$ cat src/design/pfr_pkg.sv
// Shared types and constants for the page frame replacement engine.
package pfr_pkg;

  localparam int FRAMES     = 64;
  localparam int FRAME_BITS = $clog2(FRAMES);
  localparam int COUNT_BITS = $clog2(FRAMES + 1);
  localparam int PAGE_BITS  = 20;
  localparam int TIME_BITS  = 32;
  localparam int WB_BITS    = 32;
  localparam int CFG_IDX_BITS  = 1;
  localparam int CFG_DATA_BITS = 7;

  // item kinds
  localparam logic [1:0] KIND_HIT   = 2'd0;
  localparam logic [1:0] KIND_MISS  = 2'd1;
  localparam logic [1:0] KIND_CLEAR = 2'd2;

  // replacement policies
  localparam logic POLICY_LRU   = 1'b0;
  localparam logic POLICY_CLOCK = 1'b1;

  // configuration register indexes
  localparam logic [CFG_IDX_BITS-1:0] CFG_POLICY = 1'b0;
  localparam logic [CFG_IDX_BITS-1:0] CFG_FRAMES = 1'b1;

  typedef struct packed {
    logic [1:0]            kind;
    logic [FRAME_BITS-1:0] frame;
    logic [PAGE_BITS-1:0]  page_number;
    logic                  is_write;
    logic [TIME_BITS-1:0]  access_time;
  } pfr_req_t;

  typedef struct packed {
    logic [FRAME_BITS-1:0] victim_frame;
    logic [PAGE_BITS-1:0]  evicted_page;
    logic                  evicted_valid;
    logic                  write_back;
    logic [WB_BITS-1:0]    write_back_total;
    logic [COUNT_BITS-1:0] dirty_count;
  } pfr_rsp_t;

  // write port of the last-use time store
  typedef struct packed {
    logic                  en;
    logic [FRAME_BITS-1:0] addr;
    logic [TIME_BITS-1:0]  data;
  } pfr_time_wr_t;

endpackage

$ cat src/design/pfr_time_store.sv
// Last-use time store: one write port, one registered read port, zero until written.
module pfr_time_store
  import pfr_pkg::*;
(
  input  logic                  clk_i,
  input  logic                  rst_ni,
  input  pfr_time_wr_t          wr_i,
  input  logic [FRAME_BITS-1:0] rd_addr_i,
  output logic [TIME_BITS-1:0]  rd_time_o
);

  logic [TIME_BITS-1:0] mem_q [FRAMES];
  logic [FRAMES-1:0]    written_q;
  logic [TIME_BITS-1:0] rd_data_q;
  logic                 rd_written_q;

  always_ff @(posedge clk_i) begin
    if (wr_i.en) begin
      mem_q[wr_i.addr] <= wr_i.data;
    end
    rd_data_q <= mem_q[rd_addr_i];
  end

  always_ff @(posedge clk_i or negedge rst_ni) begin
    if (!rst_ni) begin
      written_q    <= '0;
      rd_written_q <= 1'b0;
    end else begin
      if (wr_i.en) begin
        written_q[wr_i.addr] <= 1'b1;
      end
      rd_written_q <= written_q[rd_addr_i];
    end
  end

  // never-written entries read as empty
  assign rd_time_o = rd_written_q ? rd_data_q : '0;

endmodule

$ cat src/design/page_frame_replacement.sv
// Top level of the page frame replacement engine (LRU or second-chance clock).
//
// Usage:
//   Input: a transaction is taken on a rising edge with start high and busy low.
//   req_i carries kind (hit, miss, clear), frame, page number, write flag and time.
//   Every transaction gives exactly one result: result_valid_o is high for one
//   cycle with result_o; the receiver cannot hold it off, so nothing stalls.
//   Config: cfg_valid_i/cfg_ready_o write channel, index 0 is policy_mode and
//   index 1 is frames_in_use; ready is always high, write only while idle.
// Steps per kind (n = frames taking part):
//   hit, clear:    dirty-bit count over n frames, one frame per cycle
//   LRU miss:      time scan, page fetch, install, then dirty count
//   clock miss:    hand sweep, page fetch, install, then dirty count
//   One transaction at a time; busy is high until the result cycle, in which
//   the next transaction may already be taken. The LRU scan reads the time
//   store through its single read port.
// Reset: all frames empty, clean and unreferenced, hand on the last frame,
//   policy LRU, 64 frames, write-back total zero. Page store is not cleared.
module page_frame_replacement
  import pfr_pkg::*;
(
  input  logic                     clk_i,
  input  logic                     rst_ni,
  input  logic                     start,
  output logic                     busy,
  input  pfr_req_t                 req_i,
  output logic                     result_valid_o,
  output pfr_rsp_t                 result_o,
  input  logic                     cfg_valid_i,
  output logic                     cfg_ready_o,
  input  logic [CFG_IDX_BITS-1:0]  cfg_index_i,
  input  logic [CFG_DATA_BITS-1:0] cfg_data_i
);

  localparam logic [2:0] S_IDLE    = 3'd0;
  localparam logic [2:0] S_SCAN    = 3'd1;  // LRU victim scan
  localparam logic [2:0] S_SWEEP   = 3'd2;  // clock hand sweep
  localparam logic [2:0] S_FETCH   = 3'd3;  // read victim's page
  localparam logic [2:0] S_INSTALL = 3'd4;
  localparam logic [2:0] S_COUNT   = 3'd5;  // dirty-bit count

  logic [2:0] state_q, state_d;

  // configuration
  logic                  policy_q;
  logic [COUNT_BITS-1:0] frames_q;
  logic [COUNT_BITS-1:0] n_now;
  logic [COUNT_BITS-1:0] n_q, n_d;

  // per-frame flags
  logic [FRAMES-1:0] valid_q, valid_d;
  logic [FRAMES-1:0] dirty_q, dirty_d;
  logic [FRAMES-1:0] ref_q, ref_d;

  logic [FRAME_BITS-1:0] hand_q, hand_d;
  logic [FRAME_BITS-1:0] h_q, h_d;
  logic [WB_BITS-1:0]    evictions_q, evictions_d;

  pfr_req_t req_q;
  logic     req_load;

  // scan datapath
  logic [COUNT_BITS-1:0] scan_idx_q, scan_idx_d;
  logic                  cmp_pend_q, cmp_pend_d;
  logic [FRAME_BITS-1:0] cmp_idx_q, cmp_idx_d;
  logic                  have_q, have_d;
  logic [FRAME_BITS-1:0] best_idx_q, best_idx_d;
  logic [TIME_BITS-1:0]  best_time_q, best_time_d;
  logic [TIME_BITS-1:0]  scan_time;
  logic                  take;

  logic [FRAME_BITS-1:0] victim_q, victim_d;
  logic [PAGE_BITS-1:0]  ev_page_q, ev_page_d;
  logic                  ev_valid_q, ev_valid_d;
  logic                  wb_q, wb_d;

  logic [FRAME_BITS-1:0] cnt_idx_q, cnt_idx_d;
  logic [COUNT_BITS-1:0] cnt_q, cnt_d;

  logic     res_valid_q, res_valid_d;
  pfr_rsp_t res_q;
  logic     res_load;

  // page store
  logic [PAGE_BITS-1:0] page_mem_q [FRAMES];
  logic [PAGE_BITS-1:0] page_rd_q;
  logic                 page_we;

  pfr_time_wr_t time_wr;
  logic         accept;

  function automatic logic [FRAME_BITS-1:0] advance(input logic [FRAME_BITS-1:0] h,
                                                    input logic [COUNT_BITS-1:0] n);
    logic [COUNT_BITS-1:0] nxt;
    nxt = COUNT_BITS'(h) + COUNT_BITS'(1);
    return (nxt >= n) ? '0 : nxt[FRAME_BITS-1:0];
  endfunction

  assign accept      = start && !busy;
  assign busy        = (state_q != S_IDLE);
  assign cfg_ready_o = 1'b1;

  // frame count clamped to 1..FRAMES
  always_comb begin
    if (frames_q == '0) begin
      n_now = COUNT_BITS'(1);
    end else if (frames_q > COUNT_BITS'(FRAMES)) begin
      n_now = COUNT_BITS'(FRAMES);
    end else begin
      n_now = frames_q;
    end
  end

  pfr_time_store u_time (
    .clk_i     (clk_i),
    .rst_ni    (rst_ni),
    .wr_i      (time_wr),
    .rd_addr_i (scan_idx_q[FRAME_BITS-1:0]),
    .rd_time_o (scan_time)
  );

  assign take = !have_q || (scan_time <= best_time_q);

  always_comb begin
    state_d     = state_q;
    n_d         = n_q;
    valid_d     = valid_q;
    dirty_d     = dirty_q;
    ref_d       = ref_q;
    hand_d      = hand_q;
    h_d         = h_q;
    evictions_d = evictions_q;
    scan_idx_d  = scan_idx_q;
    cmp_pend_d  = cmp_pend_q;
    cmp_idx_d   = cmp_idx_q;
    have_d      = have_q;
    best_idx_d  = best_idx_q;
    best_time_d = best_time_q;
    victim_d    = victim_q;
    ev_page_d   = ev_page_q;
    ev_valid_d  = ev_valid_q;
    wb_d        = wb_q;
    cnt_idx_d   = cnt_idx_q;
    cnt_d       = cnt_q;
    res_valid_d = 1'b0;
    res_load    = 1'b0;
    req_load    = 1'b0;
    page_we     = 1'b0;
    time_wr     = '0;

    unique case (state_q)
      S_IDLE: begin
        if (accept) begin
          req_load   = 1'b1;
          n_d        = n_now;
          victim_d   = req_i.frame;
          ev_page_d  = '0;
          ev_valid_d = 1'b0;
          wb_d       = 1'b0;
          cnt_idx_d  = '0;
          cnt_d      = '0;
          state_d    = S_COUNT;
          priority case (req_i.kind)
            KIND_HIT: begin
              if (COUNT_BITS'(req_i.frame) < n_now) begin
                time_wr.en   = 1'b1;
                time_wr.addr = req_i.frame;
                time_wr.data = req_i.access_time;
                ref_d[req_i.frame] = 1'b1;
                if (req_i.is_write) begin
                  dirty_d[req_i.frame] = 1'b1;
                end
              end
            end
            KIND_MISS: begin
              if (policy_q == POLICY_LRU) begin
                scan_idx_d = '0;
                cmp_pend_d = 1'b0;
                have_d     = 1'b0;
                state_d    = S_SCAN;
              end else begin
                h_d     = advance(hand_q, n_now);
                state_d = S_SWEEP;
              end
            end
            KIND_CLEAR: begin
              for (int i = 0; i < FRAMES; i++) begin
                if (COUNT_BITS'(i) < n_now) begin
                  ref_d[i] = 1'b0;
                end
              end
            end
            default: begin
              // unused kind: no state change
            end
          endcase
        end
      end

      S_SCAN: begin
        // read one frame's time per cycle, compare the one read last cycle
        if (scan_idx_q < n_q) begin
          cmp_pend_d = 1'b1;
          cmp_idx_d  = scan_idx_q[FRAME_BITS-1:0];
          scan_idx_d = scan_idx_q + COUNT_BITS'(1);
        end else begin
          cmp_pend_d = 1'b0;
        end
        if (cmp_pend_q) begin
          if (take) begin
            have_d      = 1'b1;
            best_idx_d  = cmp_idx_q;
            best_time_d = scan_time;
          end
          // first frame whose time reads zero wins at once
          if ((take && scan_time == '0) ||
              (COUNT_BITS'(cmp_idx_q) == n_q - COUNT_BITS'(1))) begin
            victim_d = take ? cmp_idx_q : best_idx_q;
            state_d  = S_FETCH;
          end
        end
      end

      S_SWEEP: begin
        if (ref_q[h_q]) begin
          ref_d[h_q] = 1'b0;
          h_d        = advance(h_q, n_q);
        end else begin
          victim_d = h_q;
          hand_d   = h_q;
          state_d  = S_FETCH;
        end
      end

      S_FETCH: begin
        state_d = S_INSTALL;
      end

      S_INSTALL: begin
        ev_valid_d = valid_q[victim_q];
        ev_page_d  = valid_q[victim_q] ? page_rd_q : '0;
        if (policy_q == POLICY_LRU) begin
          wb_d = dirty_q[victim_q];
          if (dirty_q[victim_q]) begin
            evictions_d = evictions_q + WB_BITS'(1);
          end
          dirty_d[victim_q] = req_q.is_write;
        end
        page_we           = 1'b1;
        valid_d[victim_q] = 1'b1;
        ref_d[victim_q]   = 1'b1;
        time_wr.en        = 1'b1;
        time_wr.addr      = victim_q;
        time_wr.data      = req_q.access_time;
        cnt_idx_d         = '0;
        cnt_d             = '0;
        state_d           = S_COUNT;
      end

      S_COUNT: begin
        cnt_d     = cnt_q + COUNT_BITS'(dirty_q[cnt_idx_q]);
        cnt_idx_d = cnt_idx_q + FRAME_BITS'(1);
        if (COUNT_BITS'(cnt_idx_q) == n_q - COUNT_BITS'(1)) begin
          res_valid_d = 1'b1;
          res_load    = 1'b1;
          state_d     = S_IDLE;
        end
      end

      default: begin
        state_d = S_IDLE;
      end
    endcase
  end

  always_ff @(posedge clk_i or negedge rst_ni) begin
    if (!rst_ni) begin
      state_q     <= S_IDLE;
      policy_q    <= POLICY_LRU;
      frames_q    <= COUNT_BITS'(FRAMES);
      n_q         <= COUNT_BITS'(FRAMES);
      valid_q     <= '0;
      dirty_q     <= '0;
      ref_q       <= '0;
      hand_q      <= FRAME_BITS'(FRAMES - 1);
      h_q         <= '0;
      evictions_q <= '0;
      scan_idx_q  <= '0;
      cmp_pend_q  <= 1'b0;
      have_q      <= 1'b0;
      cnt_idx_q   <= '0;
      cnt_q       <= '0;
      res_valid_q <= 1'b0;
    end else begin
      state_q     <= state_d;
      n_q         <= n_d;
      valid_q     <= valid_d;
      dirty_q     <= dirty_d;
      ref_q       <= ref_d;
      hand_q      <= hand_d;
      h_q         <= h_d;
      evictions_q <= evictions_d;
      scan_idx_q  <= scan_idx_d;
      cmp_pend_q  <= cmp_pend_d;
      have_q      <= have_d;
      cnt_idx_q   <= cnt_idx_d;
      cnt_q       <= cnt_d;
      res_valid_q <= res_valid_d;
      if (cfg_valid_i && cfg_ready_o) begin
        unique case (cfg_index_i)
          CFG_POLICY: policy_q <= cfg_data_i[0];
          CFG_FRAMES: frames_q <= cfg_data_i[COUNT_BITS-1:0];
          default:    ;
        endcase
      end
    end
  end

  // payload registers
  always_ff @(posedge clk_i) begin
    if (req_load) begin
      req_q <= req_i;
    end
    cmp_idx_q   <= cmp_idx_d;
    best_idx_q  <= best_idx_d;
    best_time_q <= best_time_d;
    victim_q    <= victim_d;
    ev_page_q   <= ev_page_d;
    ev_valid_q  <= ev_valid_d;
    wb_q        <= wb_d;
    if (res_load) begin
      res_q.victim_frame     <= victim_q;
      res_q.evicted_page     <= ev_page_q;
      res_q.evicted_valid    <= ev_valid_q;
      res_q.write_back       <= wb_q;
      res_q.write_back_total <= evictions_q;
      res_q.dirty_count      <= cnt_d;
    end
  end

  // page store: written on install, victim read registered in the fetch state
  always_ff @(posedge clk_i) begin
    if (page_we) begin
      page_mem_q[victim_q] <= req_q.page_number;
    end
    page_rd_q <= page_mem_q[victim_q];
  end

  assign result_valid_o = res_valid_q;
  assign result_o       = res_q;

  // result strobe only ever follows the final count step
  a_strobe_after_count : assert property (@(posedge clk_i) disable iff (!rst_ni)
    result_valid_o |-> $past(state_q == S_COUNT))
    else $error("result strobe without a finished count");

  a_busy_after_accept : assert property (@(posedge clk_i) disable iff (!rst_ni)
    (start && !busy) |=> (busy || result_valid_o))
    else $error("transaction accepted but engine not busy");

  a_victim_in_range : assert property (@(posedge clk_i) disable iff (!rst_ni)
    (state_q == S_INSTALL) |-> (COUNT_BITS'(victim_q) < n_q))
    else $error("victim outside frames in use");

  a_dirty_count_bound : assert property (@(posedge clk_i) disable iff (!rst_ni)
    result_valid_o |-> (result_o.dirty_count <= n_q))
    else $error("dirty count exceeds frames in use");

  a_wb_lru_miss : assert property (@(posedge clk_i) disable iff (!rst_ni)
    (result_valid_o && result_o.write_back) |->
      (policy_q == POLICY_LRU && req_q.kind == KIND_MISS))
    else $error("write-back outside an LRU miss");

endmodule
$ cat config.mk
export PLATFORM = sky130hd
export DESIGN_NAME = page_frame_replacement
export DESIGN_NICKNAME = d
export VERILOG_FILES = /design/src/design/pfr_pkg.sv /design/src/design/pfr_time_store.sv /design/src/design/page_frame_replacement.sv
export SDC_FILE = /design/constraint.sdc
export NUM_CORES = 2
export LEC_CHECK = 0
export CAP_MARGIN = 10
export CORE_ASPECT_RATIO = 1.5
export CORE_MARGIN = 2
export CORE_UTILIZATION = 30
export DETAILED_ROUTE_END_ITERATION = 8
export DONT_BUFFER_PORTS = 1
export GPL_TIMING_DRIVEN = 0
export PLACE_DENSITY = 0.41
export SLEW_MARGIN = 10
export SYNTH_ARGS = -nofsm -noshare
export SYNTH_HDL_FRONTEND = slang
export SYNTH_SLANG_ARGS = --single-unit
$ cat constraint.sdc
create_clock -name clk_i -period 4.68 [get_ports clk_i]
set_clock_uncertainty 0.05 [all_clocks]
set_input_delay 0 -clock clk_i [delete_from_list [all_inputs] [get_ports clk_i]]
set_output_delay 0 -clock clk_i [all_outputs]
set_load 0.05 [all_outputs]
# --- Word-level counts from Yosys, hierarchy flattened ---
# Memories as Yosys holds them, arrays and structs flattened. A register that Yosys moved wholly into a read port is not among the register bits.
# Index checks and enable logic that the tools add are counted.
totals:
  output_inout_bits: 70
  elab_cells: 544
  register_bits: 534
  mem_count: 2
  input_bits: 73
  ramBits: 3328
memory_table:
  columns: ["name", "words", "word_bits", "read_ports", "rd_clocked_by_memory_dff", "write_ports", "line_no", "rtl"]
  rows:
  - ["u_time.mem_q", 64, 32, 1, 1, 1, "pfr_time_store.sv:12", "logic [TIME_BITS-1:0] mem_q [FRAMES];"]
  - ["page_mem_q", 64, 20, 1, 1, 1, "page_frame_replacement.sv:85", "logic [PAGE_BITS-1:0] page_mem_q [FRAMES];"]
op_classes:
  n_bitwise: 10
  mux: 155
  n_lt_le_gt_ge: 80
  eq_ne: 90
  addsub: 7
  reduce_logical: 103
ops:
  columns: ["operator", "count"]
  rows:
  - ["64-bit two-way mux", 8]
  - ["6-bit AND reduction", 66]
  - ["64-bit bitwise OR", 5]
  - ["64-bit case mux with 2 select lines", 2]
  - ["6-bit by 7-bit < comparator with 1-bit output, first input constant", 32]
  - ["3-bit inequality test, second input constant", 65]
  - ["64-bit case mux with 3 select lines", 1]
  - ["39-bit two-way mux", 3]
  - ["5-bit by 7-bit < comparator with 1-bit output, first input constant", 16]
  - ["1-bit two-way mux", 90]
  - ["39-bit case mux with 2 select lines", 1]
  - ["6-bit two-way mux", 12]
  - ["64-bit AND", 1]
  - ["64-bit bitwise mux", 1]
  - ["64-bit inverter", 1]
  - ["4-bit by 7-bit < comparator with 1-bit output, first input constant", 8]
  - ["7-bit two-way mux", 7]
  - ["6-bit by 7-bit < comparator with 1-bit output, second input constant", 6]
  - ["20-bit two-way mux", 2]
  - ["20-bit case mux with 2 select lines", 1]
  - ["6-bit case mux with 3 select lines", 2]
  - ["32-bit by 1-bit adder with 32-bit output, second input constant", 1]
  - ["32-bit less-or-equal comparator", 1]
  - ["32-bit zero test", 1]
  - ["45 further kinds", 112]

# --- Depth between registers and ports, before layout ---
depth:
  ltp_word: 13
  mapped_depth: 15

# --- Modules after synthesis ---
# Synthesis repeated with hierarchy kept, for this count alone.
unflattened:
  cells_unflattened: 8467
  hier_area_um2: 152794.0
by_module_without_submodules:
  columns: ["mod", "seq_area_each_um2", "area_per_inst_um2", "cells_each", "instances"]
  rows:
  - ["pfr_time_store", 63766.2, 81811.0, 3687, 1]
  - ["page_frame_replacement", 51544.4, 70983.1, 4780, 1]

# --- Worst setup path before layout ---
# No wires, ideal clock.
synth_path:
  path_kind: "register to register"
  start: "reg n_q[0]"
  end: "reg res_q (netlist bit result_o[0]), enable pin"
  synth_period_minus_slack_ns: 4.893
  path_stages_with_launch: 9
  path_buffers: 0
  arrival_time_ns: 4.349
  path_slack_ns: -0.213
  cell_sequence: "dfrtp_1 > inv_1 > ha_1 > nand2b_1 > nor4_1 > xnor2_1 > nor4_1 > nand4_1 > nor2_1"
synth_between:
  elab_chain_cells: 4
synth_rtl:
  columns: ["element", "line_no", "rtl"]
  rows:
  - ["from (decl)", "page_frame_replacement.sv:48", "logic [COUNT_BITS-1:0] n_q, n_d;"]
  - ["from (signal assigned)", "page_frame_replacement.sv:281", "n_q <= COUNT_BITS'(FRAMES);"]
  - ["from (signal assigned)", "page_frame_replacement.sv:296", "n_q <= n_d;"]
  - ["7-bit by 1-bit subtractor with 7-bit output", "page_frame_replacement.sv:263", "if (COUNT_BITS'(cnt_idx_q) == n_q - COUNT_BITS'(1)) begin"]
  - ["6-bit by 7-bit equality test with 1-bit output", "page_frame_replacement.sv:263", null]
  - ["1-bit two-way mux", "page_frame_replacement.sv:263", null]
  - ["1-bit two-way mux", "page_frame_replacement.sv:151", "unique case (state_q)"]
  - ["via res_load", "page_frame_replacement.sv:82", "logic res_load;"]
  - ["to (decl)", "page_frame_replacement.sv:81", "pfr_rsp_t res_q;"]
# The timed path passes the listed nets, and every way through them passes these cells.
# A chain may end at the register's enable or synchronous reset.

==> summary.txt <==
GRT
  • GR Layer Usage met1: 26.8%
  • First-pass GRT wire length: 856,000 microns
  • Largest net degree at the start of global routing: 343
  • Met3 global-route usage: 4.43%
  • Global routing met2 resource utilization: 45.0%
  • Vias in the first global route: 90,700
  • Total track usage: 25.1%
  • Remaining global-route overflow: 0
  • GR peak layer: met2
  • Antenna violations before repair: 59

Hold path
  • Worst Hold Launch: req_i[33]
  • Worst hold path type: in2reg
  • Hold path endpoint: req_q[33]
  • Hold depth: 2

Logic synthesis
  • Yosys top cell by area: edfxtp_1
  • Synth Net Count: 8,085
  • Commonest cells post-synth: 3,520 x edfxtp_1, 737 x mux4_2, 426 x a22oi_1
  • Ranking of synthesized cells by area: edfxtp_1 70%, mux4_2 11%, dfrtp_1 5.5%, a22oi_1 2.1%, a21oi_1 0.96%
  • Synthesized cell area: 152,000 sq um
  • Syn avg cell area: 19.1 sq um
  • Synth async-reset ratio: 8.74%
  • #FFs+latches synth: 3,914
  • Synth cell types: 84
  • Synth top area share: 69.6%
  • Synth Flop Type: edfxtp_1
  • Gate count after technology mapping: 7,947
  • Register area share after synthesis: 75.9%
  • YS warnings: 0
  • Most common cell in the netlist: edfxtp_1
  • Post-synth EDFFs: 3,520

CTS
  • CTS root buf: clkbuf_16
  • Clk_lat worst skew: 1040 ps
  • Clk buf depth: 4
  • Num CTS Buffers: 402
  • CTS tree: built
  • Worst-path clk slew: 70 ps
  • Clk sinks: 3,914
  • Htree depth: 5

Setup path
  • Worst setup path category: reg2reg
  • Setup slack, reg-to-reg: -130 ps
  • Worst setup EP type: flip-flop
  • CP peak stage delay: 670 ps
  • Worst R2R Path Depth: 12
  • Largest fanout on the critical path: 10
  • CP required: 5560 ps
  • Crit-path slowest cell: clkbuf_2
  • Arr. time, crit path: 5690 ps
  • Startpoint Class: flip-flop
  • Worst R2R End: page_rd_q[13]
  • Worst r2r src: victim_q[2]
  • Worst path cell trace: clkbuf_2, and3_1, clkbuf_1, buf_4, buf_4, clkbuf_4, clkbuf_2, a22oi_1, a31oi_1, nor4_2, buf_6, nand3_1

STA
  • Final setup fails: 44
  • FMAX: 208 MHz
  • Worst setup margin: -125 ps
  • Slew Limit Headroom: 2.82%
  • Tcrit/Tclk final: 103%
  • Setup_tns: -1870 ps
  • Max-slew violations: 0
  • Tmin final: 4810 ps
  • Final Hold Vio Count: 0
  • Slew @ Worst Pin: 1460 ps
  • Worst Hold Slack: 99.8 ps

Pwr
  • Clock share of power: 29.7%
  • VDD IR max: 352 uV
  • Cell area power density: 598 nW/um^2
  • Internal: 71,600 uW
  • Leak: 0.0611 uW
  • NetSw: 39,900 uW
  • Combinational power share: 31.8%
  • Seq pwr share: 38.4%
  • Net Sw Frac: 35.8%

Layout
  • # nets final: 9,101
  • Fillers: 46,900
  • Area of the multi-input gates: 36,100 sq um
  • Area grow syn2layout: 22.8%
  • Finished Layout Cells: 16,200
  • Share of cells above drive strength 1: 26.6%
  • Core Util, Final: 36.9%
  • Storage cell area: 115,000 sq um

Die
  • DIE AREA: 512,000 sq um
  • Initial core utilization: 30.1%
  • Die Wd: 585 microns
  • Die H: 875 microns
  • Core Rows: 320
  • Area of the core: 505,000 sq um
  • Top Ports: 143

Placed design
  • DP Cell Count: 15,000
  • HPWL Detailed: 461,000 microns
  • I/O Buffers: 0
  • Final Wtd Congestion: 0.914
  • Worst slack, placed: -2190 ps

Drt
  • DRC errors left: 0
  • Initial drt markers: 9,860
  • First-pass DRT Iterations: 6
  • Final wirelength: 650,000 microns
  • Via count: 89,000
  • Antenna-violating nets left: 0
  • Wire length per cell: 40.2 microns
  • Vias/cell: 5.50

Flow run
  • Max Cap Violations: 0

Run status
  • Failing checks: setup timing
  • Outcome: finished with violations
worst max-delay path: cells and delay by family, from the launching register on:
family                 cells  cell delay [ps]
AOI/OAI and AO/OA          2              560
and+or+nand+nor            3              470
buffers and inverters      7             3020
DFF                        1              430
cells by family (layout without fill, tap and decap cells):
family | after synthesis | in the layout | synth area share, %
compound gates | 1609 | 1609 | 7.19
xor+xnor | 62 | 62 | 0.358
fa+ha+maj | 65 | 65 | 0.536
buf+inv | 551 | 1918 | 1.44
flops | 3914 | 3914 | 75.9
mux | 798 | 798 | 11.4
other cells | 1 | 115 | 0.00247
simple gates | 947 | 947 | 3.17
flip-flops by register name, indices dropped and copies added (netlist names), 20 cells and up:
| signal | flops |
|---|---|
| page_rd_q | 20 |
| ref_q | 64 |
| dirty_q | 64 |
| ev_page_q | 20 |
| best_time_q | 32 |
| evictions_q | 32 |
| page_mem_q | 1280 |
| u_time.written_q | 64 |
| req_q | 53 |
| valid_q | 64 |
| result_o | 67 |
| u_time.rd_data_q | 32 |
| u_time.mem_q | 2048 |
worst max-delay path by stage:
| stage | slack (ps) | cells past startpoint | start | end |
|---|---|---|---|---|
| floorplan | 130 | 11 | frames_q[2] | u_time.mem_q[28][0] |
| CTS | -200 | 8 | victim_q[4] | ev_page_q[13] |
| finish | -130 | 12 | victim_q[2] | page_rd_q[13] |
| global route | -7 | 9 | victim_q[0] | page_mem_q[57][17] |
| detailed placement | -2190 | 12 | victim_q[2] | page_rd_q[18] |
| global placement | -5700 | 12 | frames_q[2] | u_time.written_q[25] |
stage by stage:
step	power [uW]	cell area (sq um)
global route	114000	186000
CTS	112000	186000
finish	112000	187000
detailed placement	78300	169000
global placement	76500	160000
floorplan	59300	152000
layout make-up:
| type | instances | area share, % |
|---|---|---|
| inverters | 70 | 0.153 |
| well taps | 6762 | 4.54 |
| clock buffers | 515 | 5.93 |
| clock inverters | 240 | 1.23 |
| diodes | 114 | 0.153 |
| flip-flops and latches | 3914 | 61.8 |
| repair buffers | 615 | 5.51 |
| plain buffers | 478 | 1.29 |
| multi-input cells | 3482 | 19.4 |
cell usage in the layout (no fill, tap or decap), drive strengths merged, types with 175 or more instances in the layout:
master	count
edfxtp	3520
o21ai	294
clkbuf	795
buf	665
a21oi	292
nor2	278
mux4	737
a31oi	175
dfrtp	334
a22oi	427
repair_timing:
| item | CTS | global route |
|---|---|---|
| hold buffers | 135 | 4 |
| endpoints found under the hold margin | 3352 | 328 |
| endpoints found under the setup margin | 5350 | 1050 |
| pin swaps | 54 | 15 |
| buffers inserted | 102 | 32 |
| resized for setup | 239 | 43 |
power groups by stage:
stage | registers [uW] | logic, uW | clock network, uW
5_1_grt | 43000 | 36400 | 34900
3_5_place_dp | 43600 | 34700 | 0
3_3_place_gp | 44300 | 32200 | 0
6_report | 42900 | 35500 | 33200
4_1_cts | 42800 | 35400 | 33700
2_1_floorplan | 43100 | 16200 | 0
layer usage:
layer	vias up	wire, microns
met3	1454	39300
met1	48200	220000
met4	12	54400
li1	35200	-
met2	4137	337000
met5	-	93
Note: power is estimated with default switching activity, not from simulation.
